===== config.mk =====
export PLATFORM = sky130hd
export DESIGN_NAME = ewo_mul
export DESIGN_NICKNAME = d
export VERILOG_FILES = /design/src/rtl/ewo_pkg.sv /design/src/rtl/ewo_mul.sv
export SDC_FILE = /design/constraint.sdc
export NUM_CORES = 2
export LEC_CHECK = 0
export BUFFER_PORTS_ARGS = -buffer_cell sky130_fd_sc_hd__buf_2
export CAP_MARGIN = 20
export CORE_ASPECT_RATIO = 1.5
export CORE_UTILIZATION = 35
export CTS_BUF_LIST = sky130_fd_sc_hd__clkbuf_2 sky130_fd_sc_hd__clkbuf_4 sky130_fd_sc_hd__clkbuf_8
export DETAILED_ROUTE_END_ITERATION = 10
export GPL_ROUTABILITY_DRIVEN = 0
export GPL_TIMING_DRIVEN = 0
export HOLD_SLACK_MARGIN = 0.03
export PLACE_DENSITY = 0.47
export SLEW_MARGIN = 20
export SYNTH_ARGS = -nofsm -noshare
export SYNTH_HDL_FRONTEND = slang
export SYNTH_SLANG_ARGS = --single-unit

===== constraint.sdc =====
create_clock -name clk_i -period 15.47 [get_ports clk_i]
set_clock_uncertainty 0.2 [all_clocks]
set_input_delay 3.094 -clock clk_i [delete_from_list [all_inputs] [get_ports clk_i]]
set_output_delay 3.094 -clock clk_i [all_outputs]
set_load 0.1 [all_outputs]

===== src/rtl/ewo_pkg.sv =====
// ewo_pkg: shared types, constants and the cordic arctangent table for the
// wheel odometry block; used by every module under rtl

package ewo_pkg;

  // default parameter values
  localparam int unsigned COUNT_WIDTH_DEF  = 16;
  localparam int unsigned CORDIC_STEPS_DEF = 24;

  // cordic datapath width (x, y and residual angle)
  localparam int unsigned CORDIC_W = 34;

  // 1/K of the cordic in q1.30
  localparam logic [31:0] CORDIC_GAIN_INV = 32'd652032874;
  // binary-angle units per q4.28 radian, q30
  localparam logic [31:0] BAM_PER_RAD     = 32'd2734261102;

  // register file
  localparam int unsigned ADDR_W = 4;

  typedef enum logic [1:0] {
    REG_RIGHT_DPC  = 2'd0,
    REG_LEFT_DPC   = 2'd1,
    REG_INV_TRACK  = 2'd2,
    REG_SMALL_LIM  = 2'd3
  } reg_idx_e;

  localparam logic [31:0] RIGHT_DPC_RST = 32'd653148;
  localparam logic [31:0] LEFT_DPC_RST  = 32'd652643;
  localparam logic [31:0] INV_TRACK_RST = 32'd37688908;
  localparam logic [30:0] SMALL_LIM_RST = 31'd65766687;

  // status of a shared arithmetic unit
  typedef struct packed {
    logic busy;
    logic done;
  } unit_stat_t;

  // arctangent of 2^-i as a binary angle
  function automatic logic [31:0] atan_bam(input logic [4:0] idx);
    logic [31:0] v;
    unique case (idx)
      5'd0:  v = 32'h20000000;
      5'd1:  v = 32'h12E4051E;
      5'd2:  v = 32'h09FB385B;
      5'd3:  v = 32'h051111D4;
      5'd4:  v = 32'h028B0D43;
      5'd5:  v = 32'h0145D7E1;
      5'd6:  v = 32'h00A2F61E;
      5'd7:  v = 32'h00517C55;
      5'd8:  v = 32'h0028BE53;
      5'd9:  v = 32'h00145F2F;
      5'd10: v = 32'h000A2F98;
      5'd11: v = 32'h000517CC;
      5'd12: v = 32'h00028BE6;
      5'd13: v = 32'h000145F3;
      5'd14: v = 32'h0000A2FA;
      5'd15: v = 32'h0000517D;
      5'd16: v = 32'h000028BE;
      5'd17: v = 32'h0000145F;
      5'd18: v = 32'h00000A30;
      5'd19: v = 32'h00000518;
      5'd20: v = 32'h0000028C;
      5'd21: v = 32'h00000146;
      5'd22: v = 32'h000000A3;
      5'd23: v = 32'h00000051;
      5'd24: v = 32'h00000029;
      5'd25: v = 32'h00000014;
      5'd26: v = 32'h0000000A;
      5'd27: v = 32'h00000005;
      5'd28: v = 32'h00000003;
      5'd29: v = 32'h00000001;
      5'd30: v = 32'h00000001;
      default: v = 32'h00000000;
    endcase
    return v;
  endfunction

endpackage


===== src/rtl/ewo_mul.sv =====
// ewo_mul: 64 x 64 bit product modulo 2^64 from one 32 x 32 multiplier,
// three partial products in turn; depends on ewo_pkg

module ewo_mul (
  input  logic                clk_i,
  input  logic                rst_ni,
  input  logic                start_i,
  input  logic [63:0]         a_i,
  input  logic [63:0]         b_i,
  output ewo_pkg::unit_stat_t stat_o,
  output logic [63:0]         prod_o
);
  import ewo_pkg::*;

  typedef enum logic [1:0] {
    PH_LL = 2'd0,
    PH_LH = 2'd1,
    PH_HL = 2'd2
  } mul_phase_e;

  logic [63:0] a_q, b_q, acc_q, acc_d;
  logic [31:0] op_a, op_b;
  logic [63:0] pp;
  mul_phase_e  ph_q;
  logic        busy_q, done_q;

  always_comb begin
    case (ph_q)
      PH_LL:   begin op_a = a_q[31:0];  op_b = b_q[31:0];  end
      PH_LH:   begin op_a = a_q[31:0];  op_b = b_q[63:32]; end
      PH_HL:   begin op_a = a_q[63:32]; op_b = b_q[31:0];  end
      default: begin op_a = '0;         op_b = '0;         end
    endcase
    pp = op_a * op_b;
    if (ph_q == PH_LL) begin
      acc_d = pp;
    end else begin
      acc_d = acc_q + {pp[31:0], 32'd0};
    end
  end

  always_ff @(posedge clk_i or negedge rst_ni) begin
    if (!rst_ni) begin
      busy_q <= 1'b0;
      done_q <= 1'b0;
      ph_q   <= PH_LL;
    end else begin
      done_q <= 1'b0;
      if (start_i && !busy_q) begin
        busy_q <= 1'b1;
        ph_q   <= PH_LL;
      end else if (busy_q) begin
        unique case (ph_q)
          PH_LL: ph_q <= PH_LH;
          PH_LH: ph_q <= PH_HL;
          PH_HL: begin
            busy_q <= 1'b0;
            done_q <= 1'b1;
            ph_q   <= PH_LL;
          end
          default: ph_q <= PH_LL;
        endcase
      end
    end
  end

  always_ff @(posedge clk_i) begin
    if (start_i && !busy_q) begin
      a_q <= a_i;
      b_q <= b_i;
    end
    if (busy_q) begin
      acc_q <= acc_d;
    end
  end

  assign stat_o = '{busy: busy_q, done: done_q};
  assign prod_o = acc_q;

endmodule


# Word-level counts from Yosys, hierarchy flattened

Index checks and enable logic that the tools add are counted.

Flip-flop bits (word level): 196
Output and inout bits: 66
Logic and storage cells: 28

Add/subtract/negate cells: 1
$mul: 1
Eq/ne operators: 2
Mux-type cells: 12
Reductions and logical operators: 6

Operator list:

| operator                                       | number |
|---|---|
| one-hot mux 32 bit (2 select lines)            | 2 |
| adder 64 bit                                   | 1 |
| multiplier 32 x 32 -> 64 bit                   | 1 |
| 2-to-1 mux 64 bit                              | 1 |
| 2-to-1 mux 1 bit                               | 6 |
| 2-to-1 mux 2 bit                               | 2 |
| one-hot mux 2 bit (2 select lines)             | 1 |
| OR reduction 2 bit                             | 2 |
| == test 2 x 1 -> 1 bit (second input constant) | 1 |
| == test 2 bit (second input constant)          | 1 |
| logical NOT 2 bit                              | 1 |
| nonzero test 2 bit                             | 1 |
| logical AND 1 bit                              | 1 |
| logical NOT 1 bit                              | 1 |

# Longest topological paths before layout

Depth in word-level cells: 6
Depth in mapped cells: 39
Depth with buffers taken out: 35

# Least setup slack after synthesis

OpenSTA, ideal clock, no wires.

Path type: input port to flip-flop
Start: input port start_i
End: register a_q[0], enable pin
Setup time: 0.629 ns
Arrival: 8.642 ns
Required time: 14.641 ns
Slack: 5.999 ns
Stages: 1
Cell sequence: nor2b_1

Longest elaborated chain between the ends: 1

RTL lines:

| element                | line          | source |
|---|---|---|
| start: declaration     | ewo_mul.sv:7  | `input logic start_i,` |
| logical AND 1 bit      | ewo_mul.sv:68 | `if (start_i && !busy_q) begin` |
| end signal: assignment | ewo_mul.sv:69 | `a_q <= a_i;` |
| end: declaration       | ewo_mul.sv:21 | `logic [63:0] a_q, b_q, acc_q, acc_d;` |

Every way passes these cells.
A chain may end at the register's enable or synchronous reset.

# Worst setup path in the final report

Start: register ph_q[1]
End: register acc_q[62], in the netlist prod_o[62] (data pin)

Longest elaborated chain between the ends: 6
Elaborated cells on any way between the ends: 10
Classes of those cells: add/sub (1); mul (1); eq/ne (2); mux (3); reduce/logical (3)

RTL lines:

| element                                        | line          | source |
|---|---|---|
| start: declaration                             | ewo_mul.sv:24 | `mul_phase_e ph_q;` |
| start signal: assignment                       | ewo_mul.sv:46 | `ph_q <= PH_LL;` |
| start signal: assignment                       | ewo_mul.sv:51 | `ph_q <= PH_LL;` |
| start signal: assignment                       | ewo_mul.sv:54 | `PH_LL: ph_q <= PH_LH;` |
| == test 2 x 1 -> 1 bit (tied with other cells) | ewo_mul.sv:28 | `case (ph_q)` |
| OR reduction 2 bit (no line)                   | n/a           |  |
| one-hot mux 32 bit (2 select lines)            | ewo_mul.sv:28 |  |
| multiplier 32 x 32 -> 64 bit                   | ewo_mul.sv:34 | `pp = op_a * op_b;` |
| adder 64 bit                                   | ewo_mul.sv:38 | `acc_d = acc_q + {pp[31:0], 32'd0};` |
| 2-to-1 mux 64 bit (*)                          | ewo_mul.sv:35 | `if (ph_q == PH_LL) begin` |
| named net acc_d[62]                            | ewo_mul.sv:21 |  |
| end signal: assignment                         | ewo_mul.sv:73 | `acc_q <= acc_d;` |
| end: declaration                               | ewo_mul.sv:21 |  |

The timed path passes the listed nets; every way through them passes the cells marked *.

==> run metrics <==
DP Area 44,700 um^2; Final setup viols 0; number of port buffers 196; Crit Path Class flip-flop to flip-flop; die height 422 um; Top FF cell, synth edfxtp_1; post-CTS setup buffers 0; Vias/cell 5.28; Ys Warns 0; fin crit period 12.76 ns; clock buffer count from CTS 17; synthesis-to-finish area growth 9.53%; syn_area_per_cell 9.26 um^2; DRT iter0 DRCs 2,758; fmax 78.4 MHz; synth unique cells 76; Final TNS setup 0 ns; final period utilization 82.5%; # fillers 12,000; post-route cell area 45,200 um^2; RSZ-0062 raised after global routing no; DRC Markers 0; Worst setup EP type flip-flop; WP data arrival 12.87 ns; status complete, no violations; starting density of the core 35.4%; Remaining Overflow, GRT 0; Post-CTS Resized 0; Seq cells post-synth 196; final hold slack 0.547 ns; initial antenna violation count 8; Most common cell on crit path fa_1; worst skew pair latency 0.63 ns; first-pass GRT wire length 250 mm; Mapped Area 41,200 um^2; Die Area 119,000 um^2; Bufs on Longest Clock Path 2; Slew headroom 16.5%; Async S/R FF share, synth 2.04%; drt wl/cell 27.9 um; Crit Path Max Fanout 10; multi-input logic area 31,200 um^2; worst-margin pin slew 1.25 ns; Crit path required time 15.58 ns; via count 33,000; Pre-antenna DRT Iters 9; CTS tree built; Critical Path Source Type flip-flop; site row count 153; antenna viol nets, final 0; Hold Path Class flip-flop to flip-flop; CTS root buf clkbuf_8; CTS sink cnt 196; total of max-cap violations 0; largest net degree at the start of global routing 28; CTS H-tree lvls 4; number of global-route vias before repair 35,400; FF/Latch Area 5870 um^2; CORE AREA 116,000 um^2; syn_nets 5,775; placed cells 6,222; layout cell share with drive strength beyond 1 7.04%; pins over their slew limit 0; final hold violation count 0; Layout Cells excl Fill 6,258; # IOs 197; DP Wirelength 147 mm; Clk pin slew, worst setup/hold paths 0.18 ns; sequential area share after synthesis 14.2%; Worst path top cell family by delay adder cells; WP buf/inv 8; Post-Syn Instances 4,451; slowest stage delay, CP 0.93 ns; Final Routed Wirelength 175 mm; Final nets 6,015; Total GRT Usage 30.1%; Post-synth EDFFs 192; CTS Hold Bufs 0; Die X 282 um; CP max-delay cell clkbuf_1
-- per-layer routing --
metal,vias up,global-route usage (%),share of wire (%)
li1,14000,-,-
met2,1534,50.5,48
met4,4,19.5,8.0
met3,412,4.32,7.0
met5,-,0,0.015
met1,17100,35.9,37
-- cell usage in the layout, fill, tap and decap left out, types with 56 or more instances in the layout --
master / n
inv_1: 913
fa_1: 897
nand2_1: 762
nor2_1: 430
ha_1: 296
buf_2: 208
edfxtp_1: 192
clkbuf_1: 178
a21oi_1: 123
a21o_1: 69
xnor2_1: 57
and2_1: 56
-- cells by family after synthesis --
family | count (synthesis) | synth area share (%)
xor gates and xnor gates | 83 | 1.80
buffers and inverters | 1132 | 10.4
AOI/OAI and AO/OA | 462 | 7.33
adders and majority gates | 1193 | 52.5
and+or+nand+nor | 1379 | 13.6
muxes | 6 | 0.158
DFF | 196 | 14.2
-- flip-flops by register name, indices dropped and copies added, names as in the netlist --
register  flops
b_q          64
a_q          64
ph_q          2
busy_q        1
done_q        1
prod_o       64
-- through the flow --
stage	utilization [%]	setup slack [ns]
final	38.8	2.71
after global routing	38.8	2.41
after CTS	38.8	2.89
after detailed placement	38.4	3.00
after global placement	37.9	2.17
after floorplan	-	6.00
-- final timing paths --
path	from	end	slack, ns	cells after the start
min in group asynchronous	rst_ni	ph_q[1]	2.05	1
max in group asynchronous	rst_ni	done_q	12.82	1
hold reg to reg	prod_o[32]	prod_o[32]	0.55	3
setup / recovery	ph_q[1]	prod_o[62]	2.71	34
setup reg to reg	ph_q[1]	prod_o[62]	2.71	34
hold / removal	prod_o[32]	prod_o[32]	0.55	3
-- final cells by class --
cell class                 count  share of cell area [%]
multi-input combinational   3123                    69.2
sequential                   196                    13.0
inverter                     914                    7.60
tap                         1550                    4.30
timing repair buffer         221                    3.09
buffer                       218                    1.90
clock buffer                  18                   0.535
clock inverter                14                   0.399
antenna                        4                  0.0222
-- synthesized netlist by cell type, types with 18 or more instances --
| cell | number | area share, % |
|---|---|---|
| o21ai_0 | 45 | 0.55 |
| fa_1 | 897 | 44 |
| xnor2_1 | 57 | 1.2 |
| nand2_1 | 762 | 6.9 |
| a21o_1 | 69 | 1.3 |
| o21a_1 | 39 | 0.71 |
| a21oi_1 | 134 | 1.6 |
| ha_1 | 296 | 9.0 |
| nand3_1 | 40 | 0.49 |
| inv_1 | 913 | 8.3 |
| edfxtp_1 | 192 | 14 |
| buf_1 | 18 | 0.16 |
| o21ai_1 | 49 | 0.59 |
| xor2_1 | 25 | 0.53 |
| o21bai_1 | 26 | 0.47 |
| and2_1 | 57 | 0.87 |
| clkbuf_1 | 190 | 1.7 |
| nor2_1 | 430 | 3.9 |
-- tightest hold or removal path: cells and delay by family, from the launching register on --
| kind | cells | cell delay, ns |
|---|---|---|
| DFF | 1 | 0.40 |
| AOI/OAI and AO/OA | 1 | 0.06 |
| and+or+nand+nor | 1 | 0.04 |
| adders and majority gates | 1 | 0.14 |
Power is left out: the tool's default activity adds up to more than one toggle a clock period on the data nets, which glitch-free logic cannot reach.
