`src/rtl/ewo_pkg.sv`:
```
// ewo_pkg: shared types, constants and the cordic arctangent table for the
// wheel odometry block; used by every module under rtl

package ewo_pkg;

  // default parameter values
  localparam int unsigned COUNT_WIDTH_DEF  = 16;
  localparam int unsigned CORDIC_STEPS_DEF = 24;

  // cordic datapath width (x, y and residual angle)
  localparam int unsigned CORDIC_W = 34;

  // 1/K of the cordic in q1.30
  localparam logic [31:0] CORDIC_GAIN_INV = 32'd652032874;
  // binary-angle units per q4.28 radian, q30
  localparam logic [31:0] BAM_PER_RAD     = 32'd2734261102;

  // register file
  localparam int unsigned ADDR_W = 4;

  typedef enum logic [1:0] {
    REG_RIGHT_DPC  = 2'd0,
    REG_LEFT_DPC   = 2'd1,
    REG_INV_TRACK  = 2'd2,
    REG_SMALL_LIM  = 2'd3
  } reg_idx_e;

  localparam logic [31:0] RIGHT_DPC_RST = 32'd653148;
  localparam logic [31:0] LEFT_DPC_RST  = 32'd652643;
  localparam logic [31:0] INV_TRACK_RST = 32'd37688908;
  localparam logic [30:0] SMALL_LIM_RST = 31'd65766687;

  // status of a shared arithmetic unit
  typedef struct packed {
    logic busy;
    logic done;
  } unit_stat_t;

  // arctangent of 2^-i as a binary angle
  function automatic logic [31:0] atan_bam(input logic [4:0] idx);
    logic [31:0] v;
    unique case (idx)
      5'd0:  v = 32'h20000000;
      5'd1:  v = 32'h12E4051E;
      5'd2:  v = 32'h09FB385B;
      5'd3:  v = 32'h051111D4;
      5'd4:  v = 32'h028B0D43;
      5'd5:  v = 32'h0145D7E1;
      5'd6:  v = 32'h00A2F61E;
      5'd7:  v = 32'h00517C55;
      5'd8:  v = 32'h0028BE53;
      5'd9:  v = 32'h00145F2F;
      5'd10: v = 32'h000A2F98;
      5'd11: v = 32'h000517CC;
      5'd12: v = 32'h00028BE6;
      5'd13: v = 32'h000145F3;
      5'd14: v = 32'h0000A2FA;
      5'd15: v = 32'h0000517D;
      5'd16: v = 32'h000028BE;
      5'd17: v = 32'h0000145F;
      5'd18: v = 32'h00000A30;
      5'd19: v = 32'h00000518;
      5'd20: v = 32'h0000028C;
      5'd21: v = 32'h00000146;
      5'd22: v = 32'h000000A3;
      5'd23: v = 32'h00000051;
      5'd24: v = 32'h00000029;
      5'd25: v = 32'h00000014;
      5'd26: v = 32'h0000000A;
      5'd27: v = 32'h00000005;
      5'd28: v = 32'h00000003;
      5'd29: v = 32'h00000001;
      5'd30: v = 32'h00000001;
      default: v = 32'h00000000;
    endcase
    return v;
  endfunction

endpackage

```
`src/rtl/ewo_cordic.sv`:
```
// ewo_cordic: rotation-mode cordic, one micro-rotation per cycle, giving
// cosine and sine of a binary angle in q1.30; depends on ewo_pkg

module ewo_cordic #(
  parameter int unsigned STEPS = ewo_pkg::CORDIC_STEPS_DEF
) (
  input  logic                                 clk_i,
  input  logic                                 rst_ni,
  input  logic                                 start_i,
  input  logic [31:0]                          ang_i,
  output ewo_pkg::unit_stat_t                  stat_o,
  output logic signed [ewo_pkg::CORDIC_W-1:0]  cos_o,
  output logic signed [ewo_pkg::CORDIC_W-1:0]  sin_o
);
  import ewo_pkg::*;

  localparam logic [4:0] LAST = 5'(STEPS - 1);

  logic signed [CORDIC_W-1:0] x_q, y_q, z_q, x_d, y_d, z_d;
  logic signed [CORDIC_W-1:0] dx, dy, at;
  logic [4:0]  i_q;
  logic        flip_q, busy_q, done_q;
  logic        flip_in;
  logic [31:0] ang_red;

  assign flip_in = ang_i[31] ^ ang_i[30];
  assign ang_red = flip_in ? (ang_i ^ 32'h80000000) : ang_i;

  always_comb begin
    dx = y_q >>> i_q;
    dy = x_q >>> i_q;
    at = $signed({2'b00, atan_bam(i_q)});
    if (!z_q[CORDIC_W-1]) begin
      x_d = x_q - dx;
      y_d = y_q + dy;
      z_d = z_q - at;
    end else begin
      x_d = x_q + dx;
      y_d = y_q - dy;
      z_d = z_q + at;
    end
  end

  always_ff @(posedge clk_i or negedge rst_ni) begin
    if (!rst_ni) begin
      busy_q <= 1'b0;
      done_q <= 1'b0;
      i_q    <= '0;
    end else begin
      done_q <= 1'b0;
      if (start_i && !busy_q) begin
        busy_q <= 1'b1;
        i_q    <= '0;
      end else if (busy_q) begin
        if (i_q == LAST) begin
          busy_q <= 1'b0;
          done_q <= 1'b1;
        end else begin
          i_q <= i_q + 5'd1;
        end
      end
    end
  end

  always_ff @(posedge clk_i) begin
    if (start_i && !busy_q) begin
      x_q    <= CORDIC_W'(CORDIC_GAIN_INV);
      y_q    <= '0;
      z_q    <= $signed({{(CORDIC_W-32){ang_red[31]}}, ang_red});
      flip_q <= flip_in;
    end else if (busy_q) begin
      x_q <= x_d;
      y_q <= y_d;
      z_q <= z_d;
    end
  end

  assign cos_o  = flip_q ? -x_q : x_q;
  assign sin_o  = flip_q ? -y_q : y_q;
  assign stat_o = '{busy: busy_q, done: done_q};

endmodule

```
`config.mk`:
```
export PLATFORM = sky130hd
export DESIGN_NAME = ewo_cordic
export DESIGN_NICKNAME = d
export VERILOG_FILES = /design/src/rtl/ewo_pkg.sv /design/src/rtl/ewo_cordic.sv
export SDC_FILE = /design/constraint.sdc
export NUM_CORES = 1
export LEC_CHECK = 0
export BUFFER_PORTS_ARGS = -buffer_cell sky130_fd_sc_hd__buf_2
export CAP_MARGIN = 10
export CELL_PAD_IN_SITES_DETAIL_PLACEMENT = 0
export CELL_PAD_IN_SITES_GLOBAL_PLACEMENT = 1
export CORE_AREA = 10 10 241 174
export DETAILED_ROUTE_END_ITERATION = 10
export DIE_AREA = 0 0 251 184
export PLACE_DENSITY = 0.91
export SYNTH_ARGS = -nofsm -noshare
export SYNTH_HDL_FRONTEND = slang
export SYNTH_SLANG_ARGS = --single-unit
export TNS_END_PERCENT = 100
```
`constraint.sdc`:
```
create_clock -name clk_i -period 6.5 [get_ports clk_i]
set_input_delay 1.625 -clock clk_i [delete_from_list [all_inputs] [get_ports clk_i]]
set_output_delay 1.625 -clock clk_i [all_outputs]
set_load 0.05 [all_outputs]
```
After elaboration in Yosys (flattened, before gate mapping)
Memories as Yosys holds them, arrays and structs flattened.
Index checks and enable logic that the tools add are counted.
{"block": "totals", "output_inout_bits": 70, "word_cells": 44, "register_bits": 110, "mem_count": 1, "mem_bits_ro": 960}
{"memory": "(no name shown)", "words": 32, "width": 30, "rd": 1, "rd_ports_with_merged_regs": 0, "write_ports": 0, "line_no": "ewo_pkg.sv:42", "rtl": "unique case (idx)"}
{"block": "classes", "muxes": 17, "reduce_logical": 4, "eq_ne": 2, "shifts": 2, "n_bitwise": 2, "add_sub_neg": 9}
{"cell": "$mux W34", "count": 7}
{"cell": "$add A34 B34 Y34", "count": 2}
{"cell": "$neg A34 Y34", "count": 2}
{"cell": "$sshr A34 B5 Y34", "count": 2}
{"cell": "$sub A34 B34 Y34", "count": 2}
{"cell": "$add A34 B33 Y34", "count": 1}
{"cell": "$sub A34 B33 Y34", "count": 1}
{"cell": "$mux W32", "count": 1}
{"cell": "$mux W5", "count": 3}
{"cell": "$mux W1", "count": 6}
{"cell": "$add A5 B1 Y5 const B", "count": 1}
{"cell": "$eq A5 B5 Y1 const B", "count": 1}
{"cell": "$ne A2 B2 Y1 const B", "count": 1}
{"cell": "$reduce_and A2 Y1", "count": 1}
{"cell": "$reduce_bool A2 Y1", "count": 1}
{"cell": "$logic_and A1 B1 Y1", "count": 1}
{"cell": "$logic_not A1 Y1", "count": 1}
{"cell": "$not A1 Y1", "count": 1}
{"cell": "$xor A1 B1 Y1", "count": 1}

Longest topological paths before layout
An unclocked memory read counts as a cell.
{"block": "logic_depth", "depth_word": 5, "ltp_mapped": 29}

Worst setup path before layout
Ideal clock, no wire load.
{"block": "synth_timing", "path_type": "flip-flop to flip-flop", "from": "register i_q[0]", "to": "register x_q[30]", "required_ns": 6.378, "period_less_slack_ns": 5.854, "arrival_ns": 5.732, "stages_incl_launch_ff": 25, "slack_ns": 0.646, "cell_sequence": "dfrtp_1 buf_6 buf_8 buf_6 buf_6 buf_6 buf_6 mux4_2 mux2i_1 o22ai_1 a21oi_1 ha_1 nor2_1 a21oi_1 fa_1 a21o_1 a21o_1 a2111oi_0 nor2_1 a311oi_1 o31ai_1 a221o_1 o21ai_0 mux2_2 a221o_1"}
{"block": "synth_via", "elab_chain_cells": 3, "word_cells_on_any_way": 4, "cone_classes": "add/sub (2); shift (1); mux (1)"}
{"element": "start: declaration", "line_no": "ewo_cordic.sv:21", "rtl": "logic [4:0] i_q;"}
{"element": "start signal: assignment", "line_no": "ewo_cordic.sv:59", "rtl": "i_q <= i_q + 5'd1;"}
{"element": "$sshr A34 B5 Y34 *", "line_no": "ewo_cordic.sv:30", "rtl": "dx = y_q >>> i_q;"}
{"element": "$sub A34 B34 Y34 or $add A34 B34 Y34 (tied branches)", "line_no": "ewo_cordic.sv:34, ewo_cordic.sv:38"}
{"element": "$mux W34 *", "line_no": "ewo_cordic.sv:33", "rtl": "if (!z_q[CORDIC_W-1]) begin"}
{"element": "end signal: assignment", "line_no": "ewo_cordic.sv:67", "rtl": "x_q <= CORDIC_W'(CORDIC_GAIN_INV);"}
{"element": "end: declaration", "line_no": "ewo_cordic.sv:19", "rtl": "logic signed [CORDIC_W-1:0] x_q, y_q, z_q, x_d, y_d, z_d;"}
Mark *: on every way between the ends. The rest lies on a longest branch, timed or not.
A chain may end at the register's enable or synchronous reset.

Worst setup path after layout
{"block": "layout_timing", "from": "register i_q[0]", "to": "register z_q[33], data pin"}
{"block": "layout_via", "elab_chain_cells": 5, "word_cells_on_any_way": 6, "cone_classes": "add/sub (2); mux (3); memory (1)"}
{"element": "$mem_v2 Z32 W30 *"}
{"element": "$sub A34 B33 Y34 or $add A34 B33 Y34 (tied branches)", "line_no": "ewo_cordic.sv:36, ewo_cordic.sv:40"}
{"element": "$mux W34 *", "line_no": "ewo_cordic.sv:33"}
{"element": "$mux W34 *", "line_no": "ewo_cordic.sv:71", "rtl": "end else if (busy_q) begin"}
{"element": "$mux W34 *", "line_no": "ewo_cordic.sv:66", "rtl": "if (start_i && !busy_q) begin"}
{"element": "end signal: assignment", "line_no": "ewo_cordic.sv:69", "rtl": "z_q <= $signed({{(CORDIC_W-32){ang_red[31]}}, ang_red});"}
{"element": "end signal: assignment", "line_no": "ewo_cordic.sv:74", "rtl": "z_q <= z_d;"}
{"element": "end: declaration", "line_no": "ewo_cordic.sv:19"}
Mark *: on every way between the ends. The rest lies on a longest branch, timed or not. The select of a mux whose other input is x is not followed.

==> impl_metrics.yaml <==
hold_path:
  min_path_cells: 2
  hold_path_class: "reg2reg"
logic_synthesis:
  yosysTopAreaCellShare: 0.0809
  yosys_register_bits: 110
  syn-num-nets: 2382
  synthTopCellsByArea: "ha_1 8.1%, xnor2_1 8.0%, mux4_2 7.9%, dfxtp_1 7.7%, edfxtp_1 6.0%"
  synth-main-ff-cell: "dfxtp_1"
  synth_area_mm2: 0.0176
  synthCells: 2230
  synth_edf_count: 35
  syn_area_per_cell_um2: 7.91
  yosysWarnings: 0
  ys_types: 97
  seq_area_frac_synth: 0.147
  async_flop_share: 0.0636
  synth_top_area_cell: "ha_1"
sta:
  fmax_ghz: 0.161
  min_period_ns: 6.21
  finalHoldViolations: 0
  totalNegativeSetupSlack_ns: 0
  skew_ns: 0.0152
  maxSlewHeadroom: 0.276
  setup_viol: 0
  finalCritPeriodShare: 0.956
  finalMaxSlewViolations: 0
  tightest_slew_ns: 1.08
  rsz0062_at_grt: "false"
drt:
  drc: 0
  ant_nets: 0
  wire_per_inst_um: 23.7
  drt-vias-per-instance: 6.52
  routed_wl_um: 65800
  drt_pass1_iterations: 6
  drt_iter0_markers: 2091
  vias: 18073
setup_path:
  worstSetupPathType: "reg2reg"
  worstPathArrival_ns: 6.35
  endpoint_kind: "flop"
  start_kind: "flop"
  cpPeakStageDelay_ns: 0.52
  reg2reg_depth: 24
  critPathRequiredTime_ns: 6.64
  worst-r2r-setup-slack_ns: 0.29
  crit_slowest_cell: "dfrtp_4"
  crit_path_cell_trace: "buf_4 > buf_4 > inv_2 > ha_1 > nand2b_1 > nand2_1 > mux4_2 > nor4bb_1 > buf_4 > and4_1 > a31oi_1 > xor2_1 > ha_1 > a21oi_1 > o21ai_0 > o21bai_1 > a211oi_1 > buf_4 > o21ai_0 > a211oi_1 > o21ai_0 > o31ai_1 > xnor2_1 > o21ai_1"
  cp_max_fo: 7
  path_common_cell: "buf_4"
place:
  post-dp-hpwl_um: 49400
  io_buffers: 104
  gp_congestion: 1.04
clock_tree:
  cts_tree: "yes"
  clk_pin_slew_worst_paths_ns: 0.09
  numCtsBuffers: 9
  clk_latency_ns: 0.41
  cts_buffer_depth: 2
  clockRootBuffer: "clkbuf_16"
  ctsHoldBuffers: 0
  htreeDepth: 3
  cts_sinks: 110
global_routing:
  gr-total-overflow: 0
  grt-busiest-layer: "met1"
  grtUsageTotal: 0.272
  grt_max_degree: 87
  grt_use_met3: 0.0737
  grt_pass1_vias: 16842
  antenna_found_initial: 0
  grt_first_pass_wirelength_um: 101000
  grt_use_met2: 0.391
  use_met1: 0.395
layout:
  fill_cells: 3551
  drive_gt1_frac: 0.166
  nNetsFinal: 2433
  final-seq-area_mm2: 0.00260
  multi_input_area_mm2: 0.0139
  final_core_util: 0.518
  area.growth.synth_to_final_pct: 8.66
  insertedDiodeCount: 0
floorplan:
  dieArea_mm2: 0.0462
  coreArea_mm2: 0.0370
  start_util: 0.477
  rows: 59
  die_height_um: 184
  die_w_um: 251
  boundaryPins: 105
run:
  max_cap_violations: 0
run_status:
  outcome: "finished, final reports clean"
[final timing paths]
path | from | endpoint
worst max-delay path | i_q[0] | z_q[33]
worst max register to register | i_q[0] | z_q[33]
min in group asynchronous | rst_ni | done_q
max in group asynchronous | rst_ni | i_q[2]
worst min register to register | y_q[0] | y_q[0]
worst min-delay path | y_q[0] | y_q[0]
[cell usage in the layout, fill, tap and decap left out, drive strengths merged, types with 44 or more instances in the layout]
master  synthesis  routed
a21o           48      48
a21oi         199     199
buf            79     220
dfxtp          68      68
ha            114     114
inv            58      63
mux2i          71      71
mux4           69      69
nand2         221     221
nand3          44      44
nor2          181     181
o21ai         155     155
xnor2         162     162
xor2           76      76
[area by class of cell]
type | count | share of cell area
Inverter | 58 | 0.0114
Timing Repair Buffer | 221 | 0.0797
Multi-Input combinational cell | 1881 | 0.726
Sequential cell | 110 | 0.136
Clock buffer | 9 | 0.0118
Clock inverter | 7 | 0.00320
Tap cell | 488 | 0.0319
[layer usage]
| layer | vias up | part of all wire |
|---|---|---|
| li1 | 8343 | - |
| met1 | 8637 | 0.46 |
| met2 | 1008 | 0.41 |
| met3 | 85 | 0.11 |
| met4 | 0 | 0.017 |
| met5 | - | 0 |
[sequential cells by signal (all words and copies together) (netlist names)]
name	count
done_q	1
x_q	34
i_q	5
flip_q	1
y_q	34
busy_q	1
z_q	34
[metrics by stage]
stage               instance area (um^2)  setup slack (ns)  hold slack (ns)  instances
floorplan                          17600             0.646            0.471       2230
global placement                   18800             0.290            0.559       2752
detailed placement                 18800             0.145            0.562       2752
CTS                                19100             0.113            0.576       2768
global route                       19200            0.0127            0.625       2774
finish                             19200             0.286            0.569       2774
[worst max-delay path, delay by kind of cell, from the launching register on]
family | cells | cell delay, ns
buffers and inverters | 5 | 0.85
AND/OR/NAND/NOR | 4 | 0.77
XOR/XNOR | 2 | 0.32
multiplexers | 1 | 0.52
adder cells (fa/ha/maj) | 2 | 0.67
flip-flops | 1 | 0.52
AO/OA/AOI/OAI | 10 | 2.29
[cell families after synthesis]
family,synth area share
multiplexers,0.151
AND/OR/NAND/NOR,0.183
XOR/XNOR,0.118
flip-flops,0.147
buffers and inverters,0.0656
AO/OA/AOI/OAI,0.251
adder cells (fa/ha/maj),0.0843
[cells in the mapped netlist, drive strengths merged (11+ instances only)]
master	n
a211oi	28
a21o	48
a21oi	199
a31oi	31
and2	19
and3	18
buf	79
clkbuf	102
dfxtp	68
edfxtp	35
ha	114
inv	58
mux2	31
mux2i	71
mux4	69
nand2	221
nand2b	27
nand3	44
nand4	14
nor2	181
nor2b	26
nor3	36
nor3b	11
o211ai	17
o21a	14
o21ai	155
o21bai	22
o22ai	24
o31ai	41
or2	14
or3	15
or4	14
xnor2	162
xor2	76
[repair_timing]
action,4_1_cts,5_1_grt
endpoints found under the setup margin,0,9
buffers inserted,0,5
resized for setup,0,6
Power is not shown: default switching activity piles up to over one toggle a cycle in this logic, so the estimate is an artifact.
