===== src/rtl/ewo_pkg.sv =====
// ewo_pkg: shared types, constants and the cordic arctangent table for the
// wheel odometry block; used by every module under rtl

package ewo_pkg;

  // default parameter values
  localparam int unsigned COUNT_WIDTH_DEF  = 16;
  localparam int unsigned CORDIC_STEPS_DEF = 24;

  // cordic datapath width (x, y and residual angle)
  localparam int unsigned CORDIC_W = 34;

  // 1/K of the cordic in q1.30
  localparam logic [31:0] CORDIC_GAIN_INV = 32'd652032874;
  // binary-angle units per q4.28 radian, q30
  localparam logic [31:0] BAM_PER_RAD     = 32'd2734261102;

  // register file
  localparam int unsigned ADDR_W = 4;

  typedef enum logic [1:0] {
    REG_RIGHT_DPC  = 2'd0,
    REG_LEFT_DPC   = 2'd1,
    REG_INV_TRACK  = 2'd2,
    REG_SMALL_LIM  = 2'd3
  } reg_idx_e;

  localparam logic [31:0] RIGHT_DPC_RST = 32'd653148;
  localparam logic [31:0] LEFT_DPC_RST  = 32'd652643;
  localparam logic [31:0] INV_TRACK_RST = 32'd37688908;
  localparam logic [30:0] SMALL_LIM_RST = 31'd65766687;

  // status of a shared arithmetic unit
  typedef struct packed {
    logic busy;
    logic done;
  } unit_stat_t;

  // arctangent of 2^-i as a binary angle
  function automatic logic [31:0] atan_bam(input logic [4:0] idx);
    logic [31:0] v;
    unique case (idx)
      5'd0:  v = 32'h20000000;
      5'd1:  v = 32'h12E4051E;
      5'd2:  v = 32'h09FB385B;
      5'd3:  v = 32'h051111D4;
      5'd4:  v = 32'h028B0D43;
      5'd5:  v = 32'h0145D7E1;
      5'd6:  v = 32'h00A2F61E;
      5'd7:  v = 32'h00517C55;
      5'd8:  v = 32'h0028BE53;
      5'd9:  v = 32'h00145F2F;
      5'd10: v = 32'h000A2F98;
      5'd11: v = 32'h000517CC;
      5'd12: v = 32'h00028BE6;
      5'd13: v = 32'h000145F3;
      5'd14: v = 32'h0000A2FA;
      5'd15: v = 32'h0000517D;
      5'd16: v = 32'h000028BE;
      5'd17: v = 32'h0000145F;
      5'd18: v = 32'h00000A30;
      5'd19: v = 32'h00000518;
      5'd20: v = 32'h0000028C;
      5'd21: v = 32'h00000146;
      5'd22: v = 32'h000000A3;
      5'd23: v = 32'h00000051;
      5'd24: v = 32'h00000029;
      5'd25: v = 32'h00000014;
      5'd26: v = 32'h0000000A;
      5'd27: v = 32'h00000005;
      5'd28: v = 32'h00000003;
      5'd29: v = 32'h00000001;
      5'd30: v = 32'h00000001;
      default: v = 32'h00000000;
    endcase
    return v;
  endfunction

endpackage


===== src/rtl/ewo_div.sv =====
// ewo_div: restoring divider, 64-bit dividend by 31-bit divisor, one
// quotient bit per cycle; depends on ewo_pkg

module ewo_div (
  input  logic                clk_i,
  input  logic                rst_ni,
  input  logic                start_i,
  input  logic [63:0]         dividend_i,
  input  logic [30:0]         divisor_i,
  output ewo_pkg::unit_stat_t stat_o,
  output logic [63:0]         quot_o
);
  import ewo_pkg::*;

  logic [63:0] n_q;
  logic [31:0] rem_q, trial, rem_d;
  logic [30:0] d_q;
  logic [5:0]  cnt_q;
  logic        busy_q, done_q, ge;

  always_comb begin
    trial = {rem_q[30:0], n_q[63]};
    ge    = trial >= {1'b0, d_q};
    rem_d = ge ? (trial - {1'b0, d_q}) : trial;
  end

  always_ff @(posedge clk_i or negedge rst_ni) begin
    if (!rst_ni) begin
      busy_q <= 1'b0;
      done_q <= 1'b0;
      cnt_q  <= '0;
    end else begin
      done_q <= 1'b0;
      if (start_i && !busy_q) begin
        busy_q <= 1'b1;
        cnt_q  <= '0;
      end else if (busy_q) begin
        if (cnt_q == 6'd63) begin
          busy_q <= 1'b0;
          done_q <= 1'b1;
        end else begin
          cnt_q <= cnt_q + 6'd1;
        end
      end
    end
  end

  always_ff @(posedge clk_i) begin
    if (start_i && !busy_q) begin
      n_q   <= dividend_i;
      rem_q <= '0;
      d_q   <= divisor_i;
    end else if (busy_q) begin
      n_q   <= {n_q[62:0], ge};
      rem_q <= rem_d;
    end
  end

  assign quot_o = n_q;
  assign stat_o = '{busy: busy_q, done: done_q};

endmodule


===== config.mk =====
export PLATFORM = sky130hd
export DESIGN_NAME = ewo_div
export DESIGN_NICKNAME = d
export VERILOG_FILES = /design/src/rtl/ewo_pkg.sv /design/src/rtl/ewo_div.sv
export SDC_FILE = /design/constraint.sdc
export NUM_CORES = 1
export LEC_CHECK = 0
export BUFFER_PORTS_ARGS = -buffer_cell sky130_fd_sc_hd__buf_2
export CAP_MARGIN = 25
export CORE_UTILIZATION = 40
export DETAILED_ROUTE_END_ITERATION = 12
export HOLD_SLACK_MARGIN = 0.12
export MAX_ROUTING_LAYER = met4
export SYNTH_ARGS = -nofsm -noshare
export SYNTH_HDL_FRONTEND = slang
export SYNTH_SLANG_ARGS = --single-unit

===== constraint.sdc =====
create_clock -name clk_i -period 5.13 [get_ports clk_i]
set_clock_uncertainty 0.1 [all_clocks]
set_input_delay 1.026 -clock clk_i [delete_from_list [all_inputs] [get_ports clk_i]]
set_output_delay 1.026 -clock clk_i [all_outputs]
set_load 0.01 [all_outputs]

# Word level (Yosys, flattened, before mapping)
# Index checks and enable logic that the tools add are counted.
classes:
  n_addsub: 2
  multipliers: 0
  div_mod_pow: 0
  order_cmp: 1
  eq_ne: 2
  n_shift: 0
  mux: 12
  bitwise_logic: 0
  n_reduce_logical: 4
ops:
  columns: ["operator", "n"]
  rows:
  - ["2-to-1 mux 64 bit", 2]
  - [">= comparator 32 x 31 -> 1 bit", 1]
  - ["2-to-1 mux 31 bit", 1]
  - ["subtractor 31 bit", 1]
  - ["2-to-1 mux 6 bit", 3]
  - ["adder 6 x 1 -> 6 bit (second input constant)", 1]
  - ["equality test 6 bit (second input constant)", 1]
  - ["2-to-1 mux 1 bit", 6]
  - ["!= test 2 x 1 -> 1 bit (second input constant)", 1]
  - ["AND reduction 2 bit", 1]
  - ["nonzero test 2 bit", 1]
  - ["logical AND 1 bit", 1]
  - ["zero test 1 bit", 1]
totals:
  regBits: 134
  latch_bits: 0
  ram_bits: 0
  romBits: 0
  inputBits: 98
  out_inout_bits: 66
  elab_cells: 27
  mem_count: 0

# Longest topological paths before layout
# Gate-level depths: netlist (run 1).
logic_depth:
  depth_word: 4
  ltp_mapped: 14
  ltp_nobuf: 12

# Worst setup path after synthesis (run 1)
# Ideal clock, no wire load.
synth_path:
  path_type: "input to register"
  startpoint: "input start_i"
  endpoint: "register n_q[58], in the netlist quot_o[58] (data pin)"
  setup_ns: 0.261
  arrival_ns: 3.147
  required_ns: 4.769
  slack_ns: 1.622
  cell_stages: 5
  path_buffers: 2
  path_cell_list: "inv_1 > nor2_1 > clkbuf_1 > buf_1 > mux2_2"
synth_via:
  elab_chain_len: 2
synth_rtl:
  columns: ["item", "line", "source"]
  rows:
  - ["start, declared", "ewo_div.sv:7", "input logic start_i,"]
  - ["logical AND 1 bit", "ewo_div.sv:49", "if (start_i && !busy_q) begin"]
  - ["2-to-1 mux 64 bit", "ewo_div.sv:49", null]
  - ["end signal, assigned", "ewo_div.sv:50", "n_q <= dividend_i;"]
  - ["end signal, assigned", "ewo_div.sv:54", "n_q <= {n_q[62:0], ge};"]
  - ["end, declared", "ewo_div.sv:15", "logic [63:0] n_q;"]
# No other way between the ends.
# A chain may end at the register's enable or synchronous reset.

# Worst setup path after layout (run 1)
layout_path:
  startpoint: "register n_q[63], in the netlist quot_o[63]"
  endpoint: "register rem_q[21]"
layout_via:
  elab_chain_len: 2
  elab_cells_between_ends: 3
  classes_between: "add/sub: 1; order compare: 1; mux: 1"
layout_rtl:
  columns: ["item", "line", "source"]
  rows:
  - ["subtractor 31 bit / >= comparator 32 x 31 -> 1 bit (equally long branches)", "ewo_div.sv:24, ewo_div.sv:23", null]
  - ["2-to-1 mux 31 bit (*)", "ewo_div.sv:24", "rem_d = ge ? (trial - {1'b0, d_q}) : trial;"]
  - ["end signal, assigned", "ewo_div.sv:55", "rem_q <= rem_d;"]
  - ["end, declared", "ewo_div.sv:16", "logic [31:0] rem_q, trial, rem_d;"]
# Every way passes the cells marked *; elsewhere a longest branch is shown, timed or not.

==> results_dict.tcl, run 1 <==
set metrics [dict create \
    run_status "finished clean" \
    insertion_delay_ps 430 \
    power.density_nw_per_um2 675.6 \
    drt_iter0_drc 201 \
    finalSetupTns_ps 0 \
    antenna_found_initial 0 \
    ys_ff_latch 134 \
    start_util_pct 40.79 \
    cp.required_ps 5320 \
    tightest_slew_ps 843.8 \
    dp_hpwl_um 11750 \
    finalNetCount 878 \
    post-route-period-util_pct 65.89 \
    die_w_um 134.4 \
    drive_above_1_share_pct 37.24 \
    relSlewSlack_pct 43.75 \
    synth.avg_cell_area_sq_um 11.98 \
    cts_tree "yes" \
    htreeDepth 4 \
    synthArstFlopShare_pct 5.970 \
    gp_congestion 0.8722 \
    placed_cells 953 \
    p_leak_uw 0.003756 \
    drc 0 \
    hold_violations 0 \
    endpoint_kind "flip-flop" \
    numCtsBuffers 17 \
    p_sw_uw 2102 \
    clockRootBuffer "clkbuf_16" \
    path_depth 13 \
    ff2ff_path_depth 13 \
    crit_family "compound AO/OA/AOI/OAI gates" \
    clk_path_buf_depth 2 \
    hold_buffers 0 \
    final_common_cell "buf_2" \
    drt-total-wl_um 16410 \
    area_growth_pct 23.71 \
    synth_warnings 0 \
    setup_ws_ps 1750 \
    dr.pass1.iters 4 \
    max_freq_mhz 295.9 \
    seq_area_frac_synth_pct 52.43 \
    cts_resized 0 \
    setup_viol 0 \
    synth_edf_count 95 \
    p_comb_share_pct 43.7 \
    wl_per_cell_um 16.66 \
    die-area_sq_um 18050 \
    final_cell_mix "163 x buf_2, 95 x edfxtp_1, 76 x mux2_2, 37 x inv_1, 35 x a21oi_1" \
    place_area_sq_um 8050 \
    worstPathArrival_ps 3570 \
    grt_pass1_wl_um 26900 \
    grt_pass1_vias 5427 \
    cp-startpoint "quot_o[63]" \
    layout.cells.non_filler 985 \
    pin_count 164 \
    synth_nets 716 \
    hold_class "in -> async" \
    final_area_sq_um 8668 \
    worstPathCellList "inv_1, ha_1, fa_1, nor2b_1, o2111ai_1, nand2_1, a221oi_2, a21oi_1, o21a_1, o32ai_4, buf_4, nand2b_1, o21ai_0" \
    rsz0062_at_grt "false" \
    cts_sinks 134 \
    routed_via_density 5.327 \
    die_h_um 134.4 \
    post-route-util_pct 50.47 \
    gr-usage-all-layers_pct 19.69 \
    period_minus_slack_ps 3380 \
    postRouteAntennaNets 0 \
    num_rows 48 \
    max_stage_delay_ps 430 \
    preCtsSetupSlack_ps 1727 \
    path_class "reg -> reg" \
    critPathMaxFanout 22 \
    synth.distinct_cells 52 \
    n_antenna_cell 0 \
    grt_overflow 0 \
    p_int_uw 3754 \
    cp_num_buf_inv 2 \
    cts_setup_buffers 0 \
    r2r-start "quot_o[63]" \
    synthCells 585 \
    p_seq_share_pct 34.2 \
    vias 5247 \
    grt_max_degree 65 \
    slew_viol_final 0 \
    netlist_area_sq_um 7007 \
    startpoint_type "flip-flop" \
    synthFlopType "edfxtp_1" \
    p_clk_share_pct 22.1 \
    p_sw_share_pct 35.89 \
    maxCapViolCount 0 \
    ir_worst_vdd_v 0.0003282 \
    core_sq_um 17180 \
    cp_slowest_cell "nand2b_1" \
    portBuffers 163 \
    path_clk_slew_ps 60 \
]
## metrics by stage
step	total power, uW	hold WS, ps
after global routing	6271	323.3
after detailed placement	4574	390.7
final	5856	333.8
after CTS	5907	323.4
after global placement	4517	370.3
after floorplan	3855	350.1
## routing by layer
layer	part of all wire, %	vias up	GRT usage, %	routed length, um
li1	-	2531	-	-
met1	44	2511	23.50	7262
met2	47	181	30.63	7698
met3	7.1	24	7.067	1163
met4	1.7	0	6.991	282
met5	0	-	-	0
## logic make-up after synthesis
logic type,count (synthesis),synth area share [%]
buf+inv,65,3.875
compound gates,147,14.46
fa+ha+maj,33,6.000
xor+xnor,30,3.750
simple gates,97,6.803
flops,134,52.43
mux,79,12.68
## registers in the layout (all words and copies together), names as in the netlist
name	cells
busy_q	1
cnt_q	6
d_q	31
done_q	1
quot_o	64
rem_q	31
## path summary, 6_finish.rpt
check	end	slack, ps
setup / recovery	rem_q[21]	1750
min in group clk_i	rem_q[26]	410
hold reg to reg	rem_q[26]	410
hold / removal	busy_q	330
setup reg to reg	rem_q[21]	1750
max in group asynchronous	cnt_q[4]	4430
## cell usage after synthesis, types with 3 or more instances
master	instances	area, sq um
a2111oi_0	3	26.28
a211oi_1	3	22.52
a21o_1	16	120.1
a21oi_1	35	175.2
a22o_1	17	148.9
a31oi_1	7	43.79
a32oi_1	12	105.1
and2_1	5	31.28
and3_1	7	43.79
buf_1	3	11.26
buf_4	3	22.52
clkbuf_1	18	67.56
dfrtp_1	8	200.2
dfxtp_1	31	620.6
edfxtp_1	95	2853
ha_1	32	400.4
inv_1	38	142.6
mux2_2	76	855.8
nand2_1	32	120.1
nand2b_1	5	31.28
nand3_1	8	40.04
nand4_1	5	31.28
nor2_1	18	67.56
nor2b_1	5	31.28
nor3_1	3	15.01
nor3b_1	3	22.52
o21a_1	5	37.54
o21ai_0	29	145.1
o21bai_1	3	22.52
or3_1	4	25.02
xnor2_1	17	148.9
xor2_1	13	113.9
## layout make-up
type | count | area [sq um]
well taps | 225 | 281.5
clock buffers | 18 | 429.2
clock inverters | 14 | 188.9
flip-flops and latches | 134 | 3674
inverters | 38 | 142.6
fillers | 1578 | 8508
repair buffers | 170 | 880.8
multi-input cells | 386 | 3072
## worst reg2reg max path, cell delays in order (launching register included)
cell and delay (ps):
edfxtp_1 370, inv_1 80, ha_1 180, fa_1 220, nor2b_1 70, o2111ai_1 210, nand2_1 120, a221oi_2 380
a21oi_1 130, o21a_1 210, o32ai_4 280, buf_4 300, nand2b_1 430, o21ai_0 160
## power by group through the flow
stage          registers (uW)  logic, uW  clock network, uW
2_1_floorplan            2080       1770                  0
3_3_place_gp             2000       2510                  0
3_5_place_dp             2010       2560                  0
4_1_cts                  2010       2580               1320
5_1_grt                  2060       2840               1370
6_report                 2000       2560               1290
Note: power is estimated with default switching activity, not from simulation.
==> run 2, diff against run 1 <==
- clock period: 5.13 -> 2.8 ns (I/O delays scaled with it)
==> run 2 against run 1 <==
The flow now finishes with violations (setup timing). Largest power group unchanged. Sequential power is 83% higher. Sequential share of layout area is 3.3 points lower. Utilization is 4.2 points higher. Largest cell class unchanged. Non-clock buffer count is 75 higher. Critical path depth is 1 higher.
==> results_dict.tcl, run 2 (synthesized netlist as in run 1, its figures left out) <==
set metrics [dict create \
    p_int_uw 7640 \
    routed_via_density 5.215 \
    finalSetupTns_ps -5286 \
    maxCapViolCount 0 \
    max_freq_mhz 330.7 \
    seq_area_sq_um 3674 \
    portBuffers 163 \
    period_minus_slack_ps 3024 \
    run_status "finished, violations left" \
    core_sq_um 17180 \
    clockRootBuffer "clkbuf_16" \
    drt-total-wl_um 17620 \
    die_w_um 134.4 \
    die-area_sq_um 18050 \
    area_growth_pct 34.09 \
    grt_overflow 0 \
    worstPathArrival_ps 3240 \
    startpoint_type "flip-flop" \
    finalNetCount 953 \
    start_util_pct 40.79 \
    violations "setup timing" \
    drc 0 \
    rsz0062_at_grt "true" \
    numCtsBuffers 17 \
    cts_tree "yes" \
    gr-usage-all-layers_pct 21.23 \
    vias 5533 \
    hold_class "in -> reg" \
    path_clk_slew_ps 60 \
    p_sw_uw 4223 \
    grt_pass1_vias 6006 \
    num_rows 48 \
    p_seq_share_pct 30.9 \
    clk_path_buf_depth 2 \
    p_comb_share_pct 50.7 \
    die_h_um 134.4 \
    setup_viol 32 \
    relSlewSlack_pct 49.54 \
    post-route-util_pct 54.70 \
    hold_violations 0 \
    postRouteAntennaNets 0 \
    drive_above_1_share_pct 44.79 \
    grt_max_degree 82 \
    gp_congestion 0.8839 \
    power.density_nw_per_um2 1263 \
    endpoint_kind "flip-flop" \
    post-route-period-util_pct 108.0 \
    pin_count 164 \
    grt_pass1_wl_um 28800 \
    critPathMaxFanout 7 \
    cts_sinks 134 \
    multi_input_area_sq_um 3226 \
    cp.required_ps 3020 \
    antenna_found_initial 1 \
    dr.pass1.iters 4 \
    fillCellCount 1551 \
    wl_per_cell_um 16.61 \
    dp_hpwl_um 12610 \
    p_clk_share_pct 18.4 \
    final_common_cell "buf_2" \
    ir_worst_vdd_v 0.0005678 \
    insertion_delay_ps 430 \
    tightest_slew_ps 756.1 \
    path_class "reg -> reg" \
    drt_iter0_drc 292 \
    p_leak_uw 0.004162 \
    htreeDepth 4 \
    largest_reg_flops 64 \
    final_cell_mix "163 x buf_2, 95 x edfxtp_1, 70 x buf_4, 69 x mux2_2, 36 x inv_1" \
    setup_ws_ps -223.7 \
    p_sw_share_pct 35.60 \
    slew_viol_final 0 \
    report.power.total_uw 11860 \
]
## run 2: power groups by stage
stage | sequential, uW | combinational (uW) | clock (uW)
6_report | 3660 | 6020 | 2180
5_1_grt | 3770 | 6590 | 2320
3_5_place_dp | 3670 | 5440 | 0
3_3_place_gp | 3650 | 5300 | 0
2_1_floorplan | 3810 | 3250 | 0
4_1_cts | 3660 | 5890 | 2230
## run 2: path summary, 6_finish.rpt
check,start,slack (ps),endpoint,cells after the start
setup / recovery,quot_o[63],-220,rem_q[9],14
hold / removal,divisor_i[3],200,d_q[3],1
setup reg to reg,quot_o[63],-220,rem_q[9],14
hold reg to reg,rem_q[30],390,rem_q[30],2
max in group asynchronous,rst_ni,2030,cnt_q[5],2
min in group asynchronous,rst_ni,400,cnt_q[0],2
## run 2: repair_timing
item | 4_1_cts | 5_1_grt
hold endpoints to repair | 8 | 0
hold buffers | 1 | 0
endpoints found under the setup margin | 32 | 32
setup buffers | 7 | 2
pin swaps | 7 | 6
gates resized for setup | 34 | 12
## run 2: final cells by class
| type | instances | share of cell area (%) |
|---|---|---|
| sequential | 134 | 39.10 |
| clock inverter | 14 | 1.438 |
| multi-input combinational | 386 | 34.33 |
| clock buffer | 18 | 4.568 |
| antenna | 1 | 0.02663 |
| tap | 225 | 2.996 |
| timing repair buffer | 245 | 16.02 |
| inverter | 38 | 1.518 |
## run 2: per-stage QoR
step | area, sq um | instances | setup WS [ps] | hold slack, ps
2_1_floorplan | 7014 | 585 | -279.7 | 164.4
3_3_place_gp | 8563 | 1018 | -222.3 | 309.8
3_5_place_dp | 8563 | 1018 | -353.2 | 309.7
4_1_cts | 9319 | 1058 | -320.9 | 191.8
5_1_grt | 9395 | 1061 | -361.2 | 185.7
6_report | 9395 | 1061 | -223.7 | 204.8
## run 2: layer usage
layer / vias to the layer above / track usage [%] / wire length (um)
li1: 2675 / - / -
met1: 2638 / 24.72 / 7582
met2: 190 / 34.92 / 8620
met3: 30 / 6.085 / 1104
met4: 0 / 7.553 / 312
met5: - / - / 0
## run 2: critical path, stage by stage, from the launching register on
cell,delay (ps)
edfxtp_1,390
inv_2,90
ha_4,130
fa_2,230
nor2b_4,60
o2111ai_4,200
nand2_2,110
a221oi_4,280
a21oi_2,80
o21a_1,200
o32ai_4,280
buf_12,170
buf_8,110
mux2_4,290
a22o_1,170
